## src/hw/rtl/integer_matrix_multiply_defines.svh

```systemverilog
// ----------------------------------------------------------------------------
// integer matrix multiply assertion macros
// shared property forms, clocked on clk and disabled while rst_n is low
// ----------------------------------------------------------------------------
`ifndef INTEGER_MATRIX_MULTIPLY_DEFINES_SVH
`define INTEGER_MATRIX_MULTIPLY_DEFINES_SVH

// expression holds at every edge out of reset
`define IMM_ASSERT_ALWAYS(label, expr, msg) \
    label: assert property (@(posedge clk) disable iff (!rst_n) (expr)) else $error(msg);

// consequent holds in the same cycle as the antecedent
`define IMM_ASSERT_IMPLY(label, ante, cons, msg) \
    label: assert property (@(posedge clk) disable iff (!rst_n) (ante) |-> (cons)) \
        else $error(msg);

`endif

```

## src/hw/rtl/imm_pkg.sv

```systemverilog
// ----------------------------------------------------------------------------
// imm_pkg
// types and constants shared by the integer matrix multiply block
// ----------------------------------------------------------------------------
package imm_pkg;

    localparam int MAX_DIM     = 8;
    localparam int DATA_WIDTH  = 32;
    localparam int STORE_DEPTH = MAX_DIM * MAX_DIM;
    localparam int ADDR_W      = $clog2(STORE_DEPTH);
    localparam int FILL_W      = ADDR_W + 1;
    localparam int DIM_W       = 4;
    localparam int IDX_W       = 3;
    localparam int REG_IDX_W   = 2;

    localparam int CMD_DEPTH   = 4;
    localparam int RES_DEPTH   = 4;
    localparam int QPTR_W      = 2;
    localparam int QCNT_W      = 3;

    localparam logic [DIM_W-1:0] DIM_RESET = 4'd2;

    // input item modes
    localparam logic [1:0] MODE_LOAD_A = 2'd0;
    localparam logic [1:0] MODE_LOAD_B = 2'd1;
    localparam logic [1:0] MODE_START  = 2'd2;
    localparam logic [1:0] MODE_NOP    = 2'd3;

    // configuration register indexes
    localparam logic [REG_IDX_W-1:0] REG_ROWS_A = 2'd0;
    localparam logic [REG_IDX_W-1:0] REG_COLS_A = 2'd1;
    localparam logic [REG_IDX_W-1:0] REG_ROWS_B = 2'd2;
    localparam logic [REG_IDX_W-1:0] REG_COLS_B = 2'd3;

    typedef struct packed {
        logic [1:0]         mode;
        logic signed [31:0] value;
    } item_t;

    typedef struct packed {
        logic signed [31:0] product;
        logic [2:0]         row;
        logic [2:0]         col;
        logic               last;
        logic               error;
    } res_t;

    typedef enum logic [1:0] {
        OP_LOAD_A,
        OP_LOAD_B,
        OP_START
    } cmd_op_t;

    typedef struct packed {
        cmd_op_t                 op;
        logic [ADDR_W-1:0]       addr;
        logic [DATA_WIDTH-1:0]   value;
        logic [IDX_W-1:0]        ra_m1;
        logic [IDX_W-1:0]        ca_m1;
        logic [IDX_W-1:0]        cb_m1;
        logic                    mismatch;
    } cmd_t;

    typedef struct packed {
        logic              full;
        logic [QCNT_W-1:0] count;
    } res_stat_t;

endpackage

```

## src/hw/rtl/imm_res_queue.sv

```systemverilog
// ----------------------------------------------------------------------------
// imm_res_queue
// result queue that decouples the multiply pipeline from the receiver
// ----------------------------------------------------------------------------
module imm_res_queue (
    input  logic               clk,
    input  logic               rst_n,
    input  logic               push,
    input  imm_pkg::res_t      din,
    input  logic               pop,
    output imm_pkg::res_t      dout,
    output logic               empty,
    output imm_pkg::res_stat_t stat
);
    import imm_pkg::*;

    res_t              entries_reg [RES_DEPTH];
    logic [QPTR_W-1:0] wr_ptr_reg, wr_ptr_next;
    logic [QPTR_W-1:0] rd_ptr_reg, rd_ptr_next;
    logic [QCNT_W-1:0] count_reg, count_next;
    logic              do_push, do_pop;

    assign empty      = (count_reg == '0);
    assign stat.full  = (count_reg == QCNT_W'(RES_DEPTH));
    assign stat.count = count_reg;
    assign do_push    = push && !stat.full;
    assign do_pop     = pop && !empty;
    assign dout       = entries_reg[rd_ptr_reg];

    always_comb
    begin
        wr_ptr_next = do_push ? wr_ptr_reg + QPTR_W'(1) : wr_ptr_reg;
        rd_ptr_next = do_pop ? rd_ptr_reg + QPTR_W'(1) : rd_ptr_reg;
        count_next  = count_reg + QCNT_W'(do_push) - QCNT_W'(do_pop);
    end

    always_ff @(posedge clk)
    begin
        if (do_push)
            entries_reg[wr_ptr_reg] <= din;
    end

    always_ff @(posedge clk or negedge rst_n)
    begin
        if (!rst_n)
        begin
            wr_ptr_reg <= '0;
            rd_ptr_reg <= '0;
            count_reg  <= '0;
        end
        else
        begin
            wr_ptr_reg <= wr_ptr_next;
            rd_ptr_reg <= rd_ptr_next;
            count_reg  <= count_next;
        end
    end

endmodule

```

## config.mk

```make
export PLATFORM = sky130hd
export DESIGN_NAME = imm_res_queue
export DESIGN_NICKNAME = d
export VERILOG_FILES = /design/src/hw/rtl/integer_matrix_multiply_defines.svh /design/src/hw/rtl/imm_pkg.sv /design/src/hw/rtl/imm_res_queue.sv
export SDC_FILE = /design/constraint.sdc
export NUM_CORES = 1
export LEC_CHECK = 0
export ABC_AREA = 1
export BUFFER_PORTS_ARGS = -buffer_cell sky130_fd_sc_hd__clkbuf_2
export CAP_MARGIN = 25
export CORE_ASPECT_RATIO = 2
export CORE_MARGIN = 4
export CORE_UTILIZATION = 55
export CTS_CLUSTER_DIAMETER = 80
export DETAILED_ROUTE_END_ITERATION = 10
export HOLD_SLACK_MARGIN = 0.15
export PLACE_DENSITY = 0.75
export SYNTH_ARGS = -nofsm -noshare
export SYNTH_HDL_FRONTEND = slang
export SYNTH_SLANG_ARGS = --single-unit
export TNS_END_PERCENT = 5
```

## constraint.sdc

```tcl
create_clock -name clk -period 3.1 [get_ports clk]
set_input_delay 0 -clock clk [delete_from_list [all_inputs] [get_ports clk]]
set_output_delay 0 -clock clk [all_outputs]
set_load 0.01 [all_outputs]
```

==> results.cfg, run 1 <==
[run_status]
status = finished clean

[yosys]
synthAdderAreaFrac = 0.01418
yosysWarnings = 0
ys_seq_area_frac = 0.7424
synthTopCellsByArea = edfxtp_1 (72%), nand2_1 (7.8%), o21ai_0 (5.9%)
synthSimpleGateAreaFrac = 0.1295
netlist_area_sq_um = 6708
synth_cell_type_count = 16
synth_compound_area_frac = 0.05969
syn_area_per_cell_sq_um = 11.89
synth-xor-area-share = 0
synth_top_family_by_area = simple AND/OR/NAND/NOR gates
synth_top_area_share = 0.7163
synthCells = 564
synthMuxAreaShare = 0
yosys.area.top_type = edfxtp_1
synth_fp_nets = 615
synth_seq_cells = 167

[floorplan]
start_util = 0.5665
core_area_sq_um = 11840
dieArea_sq_um = 14130
die_x_um = 86.09
die_y_um = 164.2
fp-row-count = 56
ioPinCount = 89

[global_route]
grt_pass1_vias = 4427
grt_remaining_overflow = 0
grt_pass1_wl_um = 20760
grt_use_total = 0.1966
grt_max_degree = 74
antenna_found_initial = 0

[sta]
final_hold_viol_count = 0
fin_tns_setup_ns = 0
rsz0062_at_grt = false
worst_slew_pin_slew_ns = 0.8135
min_period_over_period = 0.7989
clock.fmax_ghz = 0.4038
timing.hold.ws_ns = 0.3340
report.final.slew_viol_count = 0
layout_min_cycle_time_ns = 2.477
relSlewSlack = 0.4569
finClkSkew_ns = 0.009735
setup_viol = 0

[hold_path]
hold_depth = 2
hp-class = in -> reg

[clock_network]
post_cts_resize_count = 0
cts_tree = built
cts_max_level = 4
cts.sinks = 167
ctsLongestPathBuffers = 2
ctsRootBufferMaster = clkbuf_16
numCtsBuffers = 17
path_clk_slew_ns = 0.06
clk_latency_ns = 0.42

[finish]
antenna_cells = 0
drive_above_1_share = 0.1896
final_util = 0.7013
layout.nets = 750
area_growth_pct = 23.80
largest_reg_flops = 160

[power_and_ir_drop]
vdd_drop_max_uv = 816.2
leakage_nw = 3.433
power.density_nw_per_um2 = 924.6

[place]
io_buffers = 88
place_hpwl_um = 8200
gp_congestion = 0.8124

[worst_setup_path]
rr_worst_depth = 9
cp_data_arrival_time_ns = 2.48
start_kind = flip-flop
r2r_slack_ns = 0.90
crit_path_end_kind = output port
critPathRequiredTime_ns = 3.10
crit_path_max_fanout = 73
worstSetupPathType = reg -> out

[job]
drv_cap = 0

[route]
avgViaCountPerCell = 5.155
drt.antenna.violating_nets = 0
drc = 0
routed_wl_um = 13030
avgRoutedWirePerCell_um = 15.20
drtIter0Drc = 256
num_vias = 4418
dr.pass1.iters = 4
kinds of logic (layout without fill, tap and decap cells):
kind of cell             Yosys count  count (layout)
adder cells (fa/ha/maj)            7               7
buffers and inverters             81             229
flip-flops                       167             167
AND/OR/NAND/NOR                  229             229
AO/OA/AOI/OAI                     80              80
cell usage after synthesis (all sizes together):
cell and count:
nand3b 1, buf 14, ha 6, o21ai 80, dfrtp 7, nor2 85
clkbuf 11, edfxtp 160, inv 56, nand2 139, fa 1, nand3 4
repair_timing:
item / in CTS / in global routing
hold buffers: 44 / 0
buffers inserted: 0 / 0
hold endpoints to repair: 171 / 0
layer usage:
| layer | wire length [um] | vias to the layer above | GRT usage | part of all wire |
|---|---|---|---|---|
| met1 | 4764 | 2133 | 0.2001 | 0.37 |
| li1 | - | 2148 | - | - |
| met4 | 333 | 0 | 0.08790 | 0.026 |
| met2 | 7411 | 106 | 0.3703 | 0.57 |
| met5 | 0 | - | 0 | 0 |
| met3 | 520 | 31 | 0.04518 | 0.040 |
worst paths after layout:
kind,from,to
min reg2reg,rd_ptr_reg[1],rd_ptr_reg[1]
max in group asynchronous,rst_n,rd_ptr_reg[0]
min,din[30],entries_reg[2][30]
min in group asynchronous,rst_n,wr_ptr_reg[0]
max,rd_ptr_reg[0],dout[23]
max reg2reg,count_reg[1],count_reg[2]
critical path: stages, from the launching register on:
cell      delay [ns]
dfrtp_4         0.88
buf_4           0.53
nor2_1          0.10
nor2_1          0.10
o21ai_0         0.10
nand2_1         0.15
clkbuf_2        0.15
power by group:
group	internal (mW)	total [mW]	switching, mW
Sequential	2.97	3.22	0.242
Clock	1.16	1.99	0.836
Combinational	0.842	2.47	1.63
Total	4.97	7.68	2.71
stage by stage:
stage          worst slack [ns]  power, mW  cells  instance area, sq um
2_1_floorplan            0.2290      4.822    564                  6708
5_1_grt                  0.4366      8.159    857                  8304
3_3_place_gp              1.016      5.617    781                  7289
6_report                 0.6235      7.678    857                  8304
4_1_cts                  0.6123      7.747    857                  8304
3_5_place_dp             0.9031      5.711    781                  7289
placed cells by master (no fill, tap or decap), types with 2 or more instances in the layout:
cell type      netlist  routed
ha_1                 6       6
dfrtp_1              7       6
buf_4                2       8
nor2_1              85      81
nor2_4               0       4
clkinv_4             0       2
o21ai_0             79      79
clkbuf_16            0      17
edfxtp_1           160     160
inv_1               54      54
inv_2                2       2
clkbuf_2             0      88
inv_6                0       4
clkinvlp_4           0       4
nand3_1              4       4
clkbuf_8             0       2
nand2_1            139     139
dlygate4sd3_1        0      44
area by class of cell:
cell class	instances	area, sq um
clock buffers	20	456.7
repair buffers	141	960.9
flip-flops and latches	167	4984
fillers	812	3537
well taps	145	181.4
clock inverters	12	117.6
multi-input cells	316	1394
inverters	56	210.2
Note: power is estimated with default switching activity, not from simulation.
==> run 2: changes to the inputs <==
CORE_UTILIZATION = 52   (was 55)
PLACE_DENSITY = 0.74   (was 0.75)
clock period = 2.1 ns   (was 3.1 ns; I/O delays follow)
==> results.cfg, run 2 (same netlist as run 1, synthesis figures left out) <==
[floorplan]
dieArea_sq_um = 14890
fp-row-count = 58
start_util = 0.5312
ioPinCount = 89
die_x_um = 88.31
core_area_sq_um = 12630
die_y_um = 168.6

[route]
routed_wl_um = 13340
drtIter0Drc = 259
dr.pass1.iters = 4
num_vias = 4386
avgRoutedWirePerCell_um = 15.36
drt.antenna.violating_nets = 0
avgViaCountPerCell = 5.053
drc = 0

[global_route]
grt_remaining_overflow = 0
grt_use_total = 0.1920
grt_pass1_wl_um = 21530
grt_pass1_vias = 4635
grt_max_degree = 60
antenna_found_initial = 0

[clock_network]
ctsLongestPathBuffers = 2
clk_latency_ns = 0.41
cts_tree = built
path_clk_slew_ns = 0.06
ctsRootBufferMaster = clkbuf_16
numCtsBuffers = 17
cts_max_level = 4
cts.sinks = 167

[sta]
min_period_over_period = 0.9389
setup_viol = 0
finClkSkew_ns = 0.01018
relSlewSlack = 0.6813
layout_setup_ws_ns = 0.1282
final_hold_viol_count = 0
clock.fmax_ghz = 0.5072
report.final.slew_viol_count = 0
worst_slew_pin_slew_ns = 0.4773
rsz0062_at_grt = true
layout_min_cycle_time_ns = 1.972

[worst_setup_path]
crit_path_max_incr_delay_ns = 0.59
cp_slowest_cell = dfrtp_4
critPathRequiredTime_ns = 2.10
path_cells = inv_2 -> buf_12 -> o21ai_0 -> nand2_1 -> clkbuf_2
cp.depth = 5
cp_num_buf_inv = 3
crit_family = buffers and inverters
start_kind = flip-flop
crit_path_end_kind = output port
rr_worst_depth = 10
worstSetupPathType = reg -> out
cp_data_arrival_time_ns = 1.97
crit_path_max_fanout = 23

[place]
place_hpwl_um = 7960
placedCellCount = 790
gp_congestion = 0.8149
pre_cts_ws_ns = 0.04004
io_buffers = 88
postPlaceCellArea_sq_um = 7363

[power_and_ir_drop]
p_int_mw = 7.527
comb_power_share = 0.344
p_sw_mw = 4.044
clock_power_share = 0.256
pwr-share-seq = 0.400
vdd_drop_max_uv = 1058
leakage_nw = 3.483
power.total_mw = 11.57
swShare = 0.3495
power.density_nw_per_um2 = 1376

[finish]
final_common_cell = edfxtp_1
largest_reg_flops = 160
area_growth_pct = 25.35
layout_common_cells = edfxtp_1 (160), nand2_1 (138), clkbuf_2 (88)
design_area_sq_um = 8408
drive_above_1_share = 0.1978
layout.nets = 756
final_cells = 868
antenna_cells = 0
final_util = 0.6659

[hold_path]
hold_depth = 2
hp-class = in -> reg

[job]
drv_cap = 0

[run_status]
status = finished clean
-- run 2: area by class of cell --
type                            count  area (sq um)
Sequential cell                   167          4984
Fill cell                         913          4219
Multi-Input combinational cell    316          1401
Timing Repair Buffer              147          1047
Clock buffer                       18         429.2
Inverter                           56         210.2
Tap cell                          150         187.7
Clock inverter                     14         148.9
-- run 2: layer usage --
layer | GRT usage | routed length [um] | vias to the layer above
met1 | 0.2177 | 4946 | 2067
met5 | 0 | 0 | -
met3 | 0.03945 | 680 | 21
met4 | 0.08750 | 272 | 0
met2 | 0.3384 | 7437 | 137
li1 | - | - | 2161
-- run 2: stage by stage --
| stage | hold slack [ns] | setup TNS [ns] |
|---|---|---|
| floorplan | -0.2956 | -24.52 |
| global placement | -0.1583 | 0 |
| detailed placement | -0.1505 | 0 |
| CTS | 0.3260 | 0 |
| global route | 0.3508 | -0.03031 |
| finish | 0.3470 | 0 |
-- run 2: final timing paths --
check / end / slack [ns] / from
hold / removal: entries_reg[3][26] / 0.35 / din[26]
setup reg to reg: count_reg[2] / 0.14 / count_reg[0]
hold reg to reg: rd_ptr_reg[1] / 0.49 / rd_ptr_reg[1]
max in group asynchronous: rd_ptr_reg[0] / 1.29 / rst_n
setup / recovery: dout[8] / 0.13 / rd_ptr_reg[0]
min in group asynchronous: wr_ptr_reg[0] / 0.54 / rst_n
-- run 2: what timing repair did --
action	4_1_cts	5_1_grt
hold endpoints to repair	171	0
gates resized for setup	0	4
setup endpoints to repair	0	7
setup buffers	0	2
hold buffers	44	0
-- run 2: power groups by stage --
| stage | clock network (mW) | registers (mW) | logic (mW) |
|---|---|---|---|
| 2_1_floorplan | 0 | 4.63 | 2.49 |
| 3_3_place_gp | 0 | 4.65 | 3.73 |
| 3_5_place_dp | 0 | 4.69 | 3.90 |
| 4_1_cts | 3.02 | 4.63 | 4.00 |
| 5_1_grt | 3.17 | 4.68 | 4.49 |
| 6_report | 2.96 | 4.63 | 3.98 |
==> run 3: changes to the inputs <==
CORE_ASPECT_RATIO = default   (was 2)
==> results.cfg, run 3 (same netlist as run 1, synthesis figures left out) <==
[power_and_ir_drop]
p_int_mw = 7.510
power.total_mw = 11.56
leakage_nw = 3.482
vdd_drop_max_uv = 770.8
pwr-share-seq = 0.396
power.density_nw_per_um2 = 1371
comb_power_share = 0.343
swShare = 0.3501
clock_power_share = 0.260
p_sw_mw = 4.045

[floorplan]
ioPinCount = 89
fp-row-count = 41
die_x_um = 121.6
core_area_sq_um = 12620
die_y_um = 121.6
dieArea_sq_um = 14780
start_util = 0.5315

[clock_network]
numCtsBuffers = 17
ctsRootBufferMaster = clkbuf_16
ctsLongestPathBuffers = 2
cts_max_level = 4
clk_latency_ns = 0.42
path_clk_slew_ns = 0.06
cts.sinks = 167
cts_tree = built

[finish]
drive_above_1_share = 0.1978
largest_reg_flops = 160
antenna_cells = 0
area_growth_pct = 25.67
layout.nets = 756
final_common_cell = edfxtp_1
layout_common_cells = edfxtp_1 (160), nand2_1 (138), clkbuf_2 (88)

[sta]
min_period_over_period = 0.9340
relSlewSlack = 0.6533
worst_slew_pin_slew_ns = 0.5192
rsz0062_at_grt = false
layout_min_cycle_time_ns = 1.961
report.final.slew_viol_count = 0
setup_viol = 0
final_hold_viol_count = 0
fin_tns_setup_ns = 0
clock.fmax_ghz = 0.5098
finClkSkew_ns = 0.006827

[worst_setup_path]
path_cells = nor2_2 -> nand2_2 -> nand2_1 -> inv_1 -> ha_1 -> inv_1 -> ha_1 -> fa_1 -> nand3b_1 -> nand2_1
critPathRequiredTime_ns = 2.45
crit_family = adder cells
crit_path_max_fanout = 5
cp_num_buf_inv = 2
cp_data_arrival_time_ns = 2.31
worstSetupPathType = reg -> reg
crit_path_max_incr_delay_ns = 0.41
cp_slowest_cell = dfrtp_1
crit_path_end_kind = flip-flop
start_kind = flip-flop

[route]
avgViaCountPerCell = 4.955
num_vias = 4410
routed_wl_um = 13230
drc = 0
drtIter0Drc = 265
drt.antenna.violating_nets = 0
avgRoutedWirePerCell_um = 14.87
dr.pass1.iters = 5

[global_route]
grt_max_degree = 87
grt_remaining_overflow = 0
antenna_found_initial = 0
grt_pass1_wl_um = 21580
grt_pass1_vias = 4499
grt_use_total = 0.1930

[place]
io_buffers = 88
gp_congestion = 0.7127
place_hpwl_um = 7923

[run_status]
status = finished clean

[hold_path]
hp-class = in -> reg

[job]
drv_cap = 0
[run 3: worst register-to-register path, stage by stage (launching register included)]
cell and delay, ns:
dfrtp_1 0.41, nor2_2 0.15, nand2_2 0.09, nand2_1 0.09, inv_1 0.05, ha_1 0.27
inv_1 0.04, ha_1 0.18, fa_1 0.38, nand3b_1 0.17, nand2_1 0.07
[run 3: metal layers]
metal | track usage | routed length, um | share of wire
met1 | 0.2327 | 5448 | 0.41
met3 | 0.04782 | 603 | 0.046
met4 | 0.06933 | 203 | 0.015
met5 | 0 | 0 | 0
met2 | 0.3385 | 6976 | 0.53
[run 3: power by group through the flow]
stage	registers (mW)	logic, mW	clock network (mW)
final	4.58	3.97	3.01
after floorplan	4.63	2.49	0
after detailed placement	4.64	3.94	0
after global placement	4.61	3.80	0
after global routing	4.63	4.51	3.19
after CTS	4.58	4.03	3.06
[run 3: area by class of cell]
| class | instances | area [sq um] |
|---|---|---|
| well taps | 172 | 215.2 |
| clock inverters | 14 | 148.9 |
| repair buffers | 147 | 1044 |
| clock buffers | 18 | 429.2 |
| inverters | 56 | 210.2 |
| flip-flops and latches | 167 | 4984 |
| fillers | 932 | 4190 |
| multi-input cells | 316 | 1399 |
[run 3: worst paths after layout]
check	from	to	slack (ns)	cells past startpoint
setup / recovery	count_reg[1]	count_reg[2]	0.14	10
setup reg to reg	count_reg[1]	count_reg[2]	0.14	10
max in group asynchronous	rst_n	rd_ptr_reg[0]	1.24	3
min in group asynchronous	rst_n	rd_ptr_reg[1]	0.56	3
hold reg to reg	rd_ptr_reg[1]	rd_ptr_reg[1]	0.50	2
hold / removal	din[31]	entries_reg[0][31]	0.34	2
[run 3: repair_timing]
| item | in CTS | in global routing |
|---|---|---|
| hold endpoints to repair | 171 | 0 |
| endpoints found under the setup margin | 0 | 1 |
| resized for setup | 0 | 2 |
| setup buffers | 0 | 0 |
| hold buffers | 44 | 0 |
[run 3: through the flow]
step / instance area (sq um) / hold WS (ns) / util / cells / worst slack [ns]
2_1_floorplan: 6718 / -0.2956 / - / 564 / -0.1533
3_3_place_gp: 7406 / -0.1586 / 0.5869 / 814 / 0.1975
3_5_place_dp: 7406 / -0.1508 / 0.5869 / 814 / 0.1056
4_1_cts: 8424 / 0.3187 / 0.6676 / 890 / 0.08641
5_1_grt: 8429 / 0.3377 / 0.6680 / 890 / 0.01433
6_report: 8429 / 0.3364 / 0.6680 / 890 / 0.1386
